===== config.mk =====
export PLATFORM = sky130hd
export DESIGN_NAME = audio_reactive_phase_dimmer
export DESIGN_NICKNAME = d
export VERILOG_FILES = /design/src/hdl/arpd_pkg.sv /design/src/hdl/audio_reactive_phase_dimmer.sv
export SDC_FILE = /design/constraint.sdc
export NUM_CORES = 1
export LEC_CHECK = 0
export BUFFER_PORTS_ARGS = -buffer_cell sky130_fd_sc_hd__buf_2
export CAP_MARGIN = 0
export CORE_ASPECT_RATIO = 1.25
export CORE_MARGIN = 2
export CORE_UTILIZATION = 40
export CTS_CLUSTER_SIZE = 40
export DETAILED_ROUTE_END_ITERATION = 10
export MAX_ROUTING_LAYER = met4
export PLACE_DENSITY = 0.62
export SYNTH_ARGS = -nofsm -noshare
export SYNTH_HDL_FRONTEND = slang
export SYNTH_SLANG_ARGS = --single-unit
export TNS_END_PERCENT = 20

===== constraint.sdc =====
create_clock -name clk -period 6.2 [get_ports clk]
set_input_delay 1.24 -clock clk [delete_from_list [all_inputs] [get_ports clk]]
set_output_delay 1.24 -clock clk [all_outputs]
set_load 0.005 [all_outputs]

===== src/hdl/arpd_pkg.sv =====
package arpd_pkg;

    localparam int unsigned SAMPLE_W = 10;
    localparam int unsigned LEVEL_W  = 8;
    localparam int unsigned COUNT_W  = 10;
    localparam int unsigned CFG_W    = 10;
    localparam int unsigned INDEX_W  = 2;

    typedef enum logic [1:0] {
        CMD_STEP = 2'd0,
        CMD_ZERO = 2'd1,
        CMD_TICK = 2'd2
    } cmd_t;

    localparam logic [INDEX_W-1:0] REG_LOUD_THRESHOLD = 2'd0;
    localparam logic [INDEX_W-1:0] REG_HOLD_STEPS     = 2'd1;
    localparam logic [INDEX_W-1:0] REG_LEVEL_MAX      = 2'd2;

    localparam logic [SAMPLE_W-1:0] LOUD_THRESHOLD_RST = 10'd480;
    localparam logic [COUNT_W-1:0]  HOLD_STEPS_RST     = 10'd50;
    localparam logic [LEVEL_W-1:0]  LEVEL_MAX_RST      = 8'd100;

    localparam logic [LEVEL_W-1:0]  LEVEL_RST      = 8'd1;
    localparam logic [LEVEL_W-1:0]  DELAY_RST      = 8'd1;
    localparam logic [COUNT_W-1:0]  HOLD_COUNT_RST = 10'd990;
    localparam logic [COUNT_W-1:0]  COUNT_LIMIT    = 10'd1000;
    localparam logic [COUNT_W-1:0]  HOLD_WRAP      = 10'd990;
    localparam logic [LEVEL_W-1:0]  LEVEL_FLOOR    = 8'd3;
    localparam logic [LEVEL_W-1:0]  LEVEL_DROP     = 8'd2;
    localparam logic [LEVEL_W-1:0]  TICK_MAX       = 8'd255;

endpackage


===== src/hdl/audio_reactive_phase_dimmer.sv =====
// A result is presented in the cycle after its request is accepted.
// Throughput: one request per cycle while no result is stalled, one state update per request.
// A request is taken whenever the result register is empty or is being taken in that cycle.
// Reset (asynchronous, active low) loads the default configuration and dimmer state,
// and empties the result register.
module audio_reactive_phase_dimmer
    import arpd_pkg::*;
(
    input  logic                clk,
    input  logic                rst_n,
    input  logic                cfg_write,
    input  logic [INDEX_W-1:0]  cfg_index,
    input  logic [CFG_W-1:0]    cfg_data,
    input  logic                in_valid,
    output logic                in_stall,
    input  logic [1:0]          command,
    input  logic [SAMPLE_W-1:0] aux_sample,
    output logic                out_valid,
    input  logic                out_stall,
    output logic                gate_on,
    output logic                activity_led,
    output logic [LEVEL_W-1:0]  level,
    output logic [LEVEL_W-1:0]  phase_delay
);

    logic [SAMPLE_W-1:0] loud_threshold_reg;
    logic [COUNT_W-1:0]  hold_steps_reg;
    logic [LEVEL_W-1:0]  level_max_reg;

    logic [LEVEL_W-1:0]  dim_level_reg, dim_level_next;
    logic [LEVEL_W-1:0]  latched_delay_reg, latched_delay_next;
    logic [LEVEL_W-1:0]  tick_count_reg, tick_count_next;
    logic [COUNT_W-1:0]  step_count_reg, step_count_next;
    logic [COUNT_W-1:0]  hold_count_reg, hold_count_next;
    logic                gate_state_reg, gate_state_next;
    logic                led_state_reg, led_state_next;
    logic                out_valid_reg, out_valid_next;

    logic                accept;
    logic [COUNT_W-1:0]  hold_eff;
    logic [COUNT_W-1:0]  hold_inc;
    logic                hold_active;
    logic [LEVEL_W:0]    level_up;

    // The state registers double as the result payload; they only move on an accepted request.
    assign in_stall = out_valid_reg && out_stall;
    assign accept   = in_valid && !in_stall;

    assign hold_eff    = (aux_sample > loud_threshold_reg) ? '0 : hold_count_reg;
    assign hold_active = hold_eff < hold_steps_reg;
    assign hold_inc    = hold_eff + 1'b1;
    assign level_up    = {1'b0, dim_level_reg} + 1'b1;

    always_comb
    begin
        dim_level_next     = dim_level_reg;
        latched_delay_next = latched_delay_reg;
        tick_count_next    = tick_count_reg;
        step_count_next    = step_count_reg;
        hold_count_next    = hold_count_reg;
        gate_state_next    = gate_state_reg;
        led_state_next     = led_state_reg;
        out_valid_next     = out_valid_reg && out_stall;
        if (accept)
        begin
            out_valid_next = 1'b1;
            case (cmd_t'(command))
                CMD_STEP:
                begin
                    led_state_next = hold_active;
                    if (hold_active)
                    begin
                        if (dim_level_reg > LEVEL_FLOOR)
                        begin
                            dim_level_next = dim_level_reg - LEVEL_DROP;
                        end
                    end
                    else if (step_count_reg[1:0] == 2'b00)
                    begin
                        if (level_up > {1'b0, level_max_reg})
                        begin
                            dim_level_next = level_max_reg;
                        end
                        else
                        begin
                            dim_level_next = level_up[LEVEL_W-1:0];
                        end
                    end
                    step_count_next = (step_count_reg >= COUNT_LIMIT) ? '0
                                                                       : step_count_reg + 1'b1;
                    hold_count_next = (hold_inc > COUNT_LIMIT) ? HOLD_WRAP : hold_inc;
                end
                CMD_ZERO:
                begin
                    latched_delay_next = dim_level_reg;
                    tick_count_next    = '0;
                    gate_state_next    = 1'b0;
                end
                CMD_TICK:
                begin
                    if (tick_count_reg == latched_delay_reg)
                    begin
                        gate_state_next = 1'b1;
                    end
                    if (tick_count_reg != TICK_MAX)
                    begin
                        tick_count_next = tick_count_reg + 1'b1;
                    end
                end
                default:
                begin
                end
            endcase
        end
    end

    always_ff @(posedge clk or negedge rst_n)
    begin
        if (!rst_n)
        begin
            loud_threshold_reg <= LOUD_THRESHOLD_RST;
            hold_steps_reg     <= HOLD_STEPS_RST;
            level_max_reg      <= LEVEL_MAX_RST;
        end
        else if (cfg_write)
        begin
            case (cfg_index)
                REG_LOUD_THRESHOLD: loud_threshold_reg <= cfg_data;
                REG_HOLD_STEPS:     hold_steps_reg     <= cfg_data;
                REG_LEVEL_MAX:      level_max_reg      <= cfg_data[LEVEL_W-1:0];
                default:
                begin
                end
            endcase
        end
    end

    always_ff @(posedge clk or negedge rst_n)
    begin
        if (!rst_n)
        begin
            dim_level_reg     <= LEVEL_RST;
            latched_delay_reg <= DELAY_RST;
            tick_count_reg    <= '0;
            step_count_reg    <= '0;
            hold_count_reg    <= HOLD_COUNT_RST;
            gate_state_reg    <= 1'b1;
            led_state_reg     <= 1'b1;
            out_valid_reg     <= 1'b0;
        end
        else
        begin
            dim_level_reg     <= dim_level_next;
            latched_delay_reg <= latched_delay_next;
            tick_count_reg    <= tick_count_next;
            step_count_reg    <= step_count_next;
            hold_count_reg    <= hold_count_next;
            gate_state_reg    <= gate_state_next;
            led_state_reg     <= led_state_next;
            out_valid_reg     <= out_valid_next;
        end
    end

    assign out_valid    = out_valid_reg;
    assign gate_on      = gate_state_reg;
    assign activity_led = led_state_reg;
    assign level        = dim_level_reg;
    assign phase_delay  = latched_delay_reg;

endmodule


==> results.md <==
- The iteration-0 DRC count of the detailed router is ~260.
- The number of warnings issued by yosys is 0.
- The aggregate global routing overflow is 0.
- The global-route wire length before repair is between 15 and 20 mm.
- The async set or reset register ratio after synthesis is between 90% and 100%.
- The number of antenna diodes in the final layout is 0.
- Measured against its own limit, the worst slew margin works out to about a quarter.
- The flow ran to the end, and the final reports show no timing, DRC or antenna violations.
- The largest fanout on the critical path is 13.
- Buffers placed on the I/O ports in this run total 48.
- The die width is 101.1 microns.
- After detailed routing, the total wire length is between 10 and 15 mm.
- The buffer levels on the longest clock path is 2.
- The detailed-placement wirelength estimate is between 7 and 8 mm.
- Across the VDD grid, the largest voltage drop is roughly 0.13 mV.
- The floorplan has between 40 and 50 rows.
- The instance count of the mapped netlist is 510.
- The number of gates given a new drive strength after cts is 0.
- 49 I/O pins were placed.
- The floorplan step defined a die boundary enclosing 12,680 sq um.
- The die height is 125.4 microns.
- The uppermost metal layer occupied by signal nets is met4.
- For the worst setup path, the data required time is between 6 and 7 ns.
- The leakage power total is between 2 and 2.5 nW.
- The post-synth net total is 574.
- The most frequently used flop master after synthesis is sky130_fd_sc_hd__dfrtp_1.
- Yosys mapped a number of flops with a built-in enable equal to 0.
- Hold timing on the final database bottoms out at a slack of between 0.4 and 0.5 ns.
- The number of distinct standard cells referenced by the synthesized netlist is 63.
- The synthesized cell area is between 4000 and 5000 sq um.
- The floorplan core area is 11,560 sq um.
- The total via count in the routed design is 3,871.
- The mean routed wirelength per cell is 15.20 microns.
- The clock-pin slew on the worst setup and hold paths is about 0.060 ns.
- The largest area contributor in the synthesized netlist is sky130_fd_sc_hd__dfrtp_1.
- The number of iterations in the first detailed-routing pass is 4.
- The CTS root buffer is sky130_fd_sc_hd__clkbuf_16.
- For the pin with the worst max-slew slack, the measured transition is ~1.1 ns.
- The number of post-CTS setup repair buffers is 0.
- Once placement finished, the instance area stood at ~5100 sq um.
- Timing would allow up to between 200 and 250 MHz.
- Setup violations remaining at the end of the flow were counted as 0.
- The share of the core filled with cells is between 40% and 50%.
- The share of layout cells above drive strength 1 is 23.30%.
- For this run, the total global-route usage over all layers was measured as 17.73%.
- TritonCTS built the clock tree.
- The number of levels the H-tree was split into is 3.
- The shortest clock period the worst path allows after layout is between 4 and 5 ns.
- From synthesis to final layout, the design area changed by 13.48%.
- Entering global routing, the biggest net connects 76 pins.
- The final weighted congestion in routability-driven placement is 0.9017.
- The total DRC errors in the routed layout is 0.
- The count of pins over their slew limit is 0.
- The met2 wire length is 5.297 mm.
- After the last flow step, the layout net total stands at 617.
- The design draws 1.838 mW.
- The largest clock skew in the final design is 0.007160 ns.
- Setup repair after global routing left no endpoint under its margin.
- The number of failing hold endpoints at the final stage came to 0.
- The clock latency at the later pin of the worst-skew pair is ~0.33 ns.
- The synthesized design contains 75 register bits.
- The sequential share of the synthesized area is 40.39%.
- The worst setup path is of the in -> reg kind.
- The via density per instance is ~5.6.
- The endpoint class of the critical path is a flip-flop.
- The met3 wire length is 336 microns.
- The leading cell type by number of instances after synthesis is sky130_fd_sc_hd__nand2_1.
- The setup TNS is 0 ns.
- The type of the worst min-delay path is reg -> reg.
- The wire length on met1 is 4.740 mm.
- The number of antenna violations at the first check in global routing came to 0.
- Data on the critical path arrives at its endpoint at between 5 and 6 ns.
- The via count of the first global-routing pass was 3,805.
- Dividing total power by cell area gives a power density of between 300 and 400 nW/um^2.
- The tool flagged a number of max-cap violations equal to 0.
- Once layout is done, the placed cells without fillers occupy between 5000 and 6000 sq um.
- The effective utilization at floorplan is around two fifths.
- Dividing the final minimum period by the clock period gives roughly four fifths.
- By area the synthesized netlist is led by sky130_fd_sc_hd__dfrtp_1 (28%), sky130_fd_sc_hd__dfstp_2 (12%), sky130_fd_sc_hd__ha_1 (9.3%).
- The element type at the critical path start is an input pin.
- After synthesis, the largest area contributor takes up between 20% and 30% of total cell area.
- The synthesized area divided by synthesized cell count is approximately 9 sq um.
- The cts-stage hold buffer count is 0.
- By count the netlist is led by sky130_fd_sc_hd__nand2_1 (56), sky130_fd_sc_hd__dfrtp_1 (53), sky130_fd_sc_hd__o21ai_0 (50).
- The number of clock sinks seen by CTS is 75.
- The count of nets left with antenna violations once routing finished came out at 0.
- The number of clock buffers added by TritonCTS is 9.
==> placed cells by master, fill, tap and decap left out, drive strengths merged, types with 15 or more instances in the layout <==
master and count:
xor2 15, ha 35, inv 37, buf 50, dfstp 22, nor2 29
nand2 57, nor3 17, mux2 29, o21ai 58, dfrtp 53, a21oi 26
==> path summary, 6_finish.rpt <==
path                                                  to                         startpoint  depth (start not counted)  slack [ns]
setup / recovery                    level[1]$_DFFE_PN0P_                      aux_sample[3]                         16        1.26
hold / removal                       gate_on$_DFFE_PN1P_                gate_on$_DFFE_PN1P_                          2        0.48
setup reg to reg                    level[1]$_DFFE_PN0P_  loud_threshold_reg[5]$_DFFE_PN1P_                         15        1.71
hold reg to reg                      gate_on$_DFFE_PN1P_                gate_on$_DFFE_PN1P_                          2        0.48
max in group asynchronous   level_max_reg[3]$_DFFE_PN0P_                              rst_n                          1        4.55
min in group asynchronous  tick_count_reg[7]$_DFFE_PN0P_                              rst_n                          1        1.04
==> power by group <==
part / total [mW] / internal (mW) / switching, mW
Sequential: 0.752 / 0.612 / 0.140
Combinational: 0.596 / 0.272 / 0.323
Clock: 0.491 / 0.293 / 0.198
==> logic make-up (layout without fill, tap and decap cells) <==
kind of cell / Yosys count / after routing / synth area share, %
AO/OA/AOI/OAI: 120 / 120 / 15.31
XOR/XNOR: 22 / 22 / 4.087
adder cells (fa/ha/maj): 35 / 35 / 9.289
buffers and inverters: 55 / 103 / 4.671
flip-flops: 75 / 75 / 40.39
multiplexers: 32 / 32 / 7.564
AND/OR/NAND/NOR: 171 / 171 / 18.68
==> layer usage <==
layer	GRT usage (%)	vias up
met5	-	-
met4	6.041	0
met3	2.683	21
met2	29.88	87
met1	21.46	1866
li1	-	1897
==> stage by stage <==
step | worst slack [ns] | cells
global route | 0.9066 | 696
CTS | 1.272 | 696
floorplan | 1.810 | 510
finish | 1.263 | 696
detailed placement | 0.9266 | 680
global placement | 1.067 | 680
==> layout make-up <==
type	instances	area (sq um)
inverter	37	138.9
tap	138	172.7
timing repair buffer	50	257.7
sequential	75	1904
clock buffer	14	264.0
fill	1139	6211
multi-input combinational	380	2600
clock inverter	2	12.51
==> critical path: stages <==
cell	delay, ns
sky130_fd_sc_hd__buf_2	0.10
sky130_fd_sc_hd__ha_1	0.28
sky130_fd_sc_hd__a21o_1	0.11
sky130_fd_sc_hd__a21oi_1	0.06
sky130_fd_sc_hd__o221ai_1	0.29
sky130_fd_sc_hd__a21oi_1	0.15
sky130_fd_sc_hd__nor2_1	0.58
sky130_fd_sc_hd__nor2b_1	0.11
sky130_fd_sc_hd__ha_1	0.32
sky130_fd_sc_hd__a21oi_1	0.17
sky130_fd_sc_hd__o21ai_1	0.09
sky130_fd_sc_hd__a221o_1	0.41
sky130_fd_sc_hd__a22o_1	0.28
sky130_fd_sc_hd__o21ai_1	0.59
sky130_fd_sc_hd__nor3_1	0.09
sky130_fd_sc_hd__a211o_1	0.28
Power figures use the tool's default switching activity.
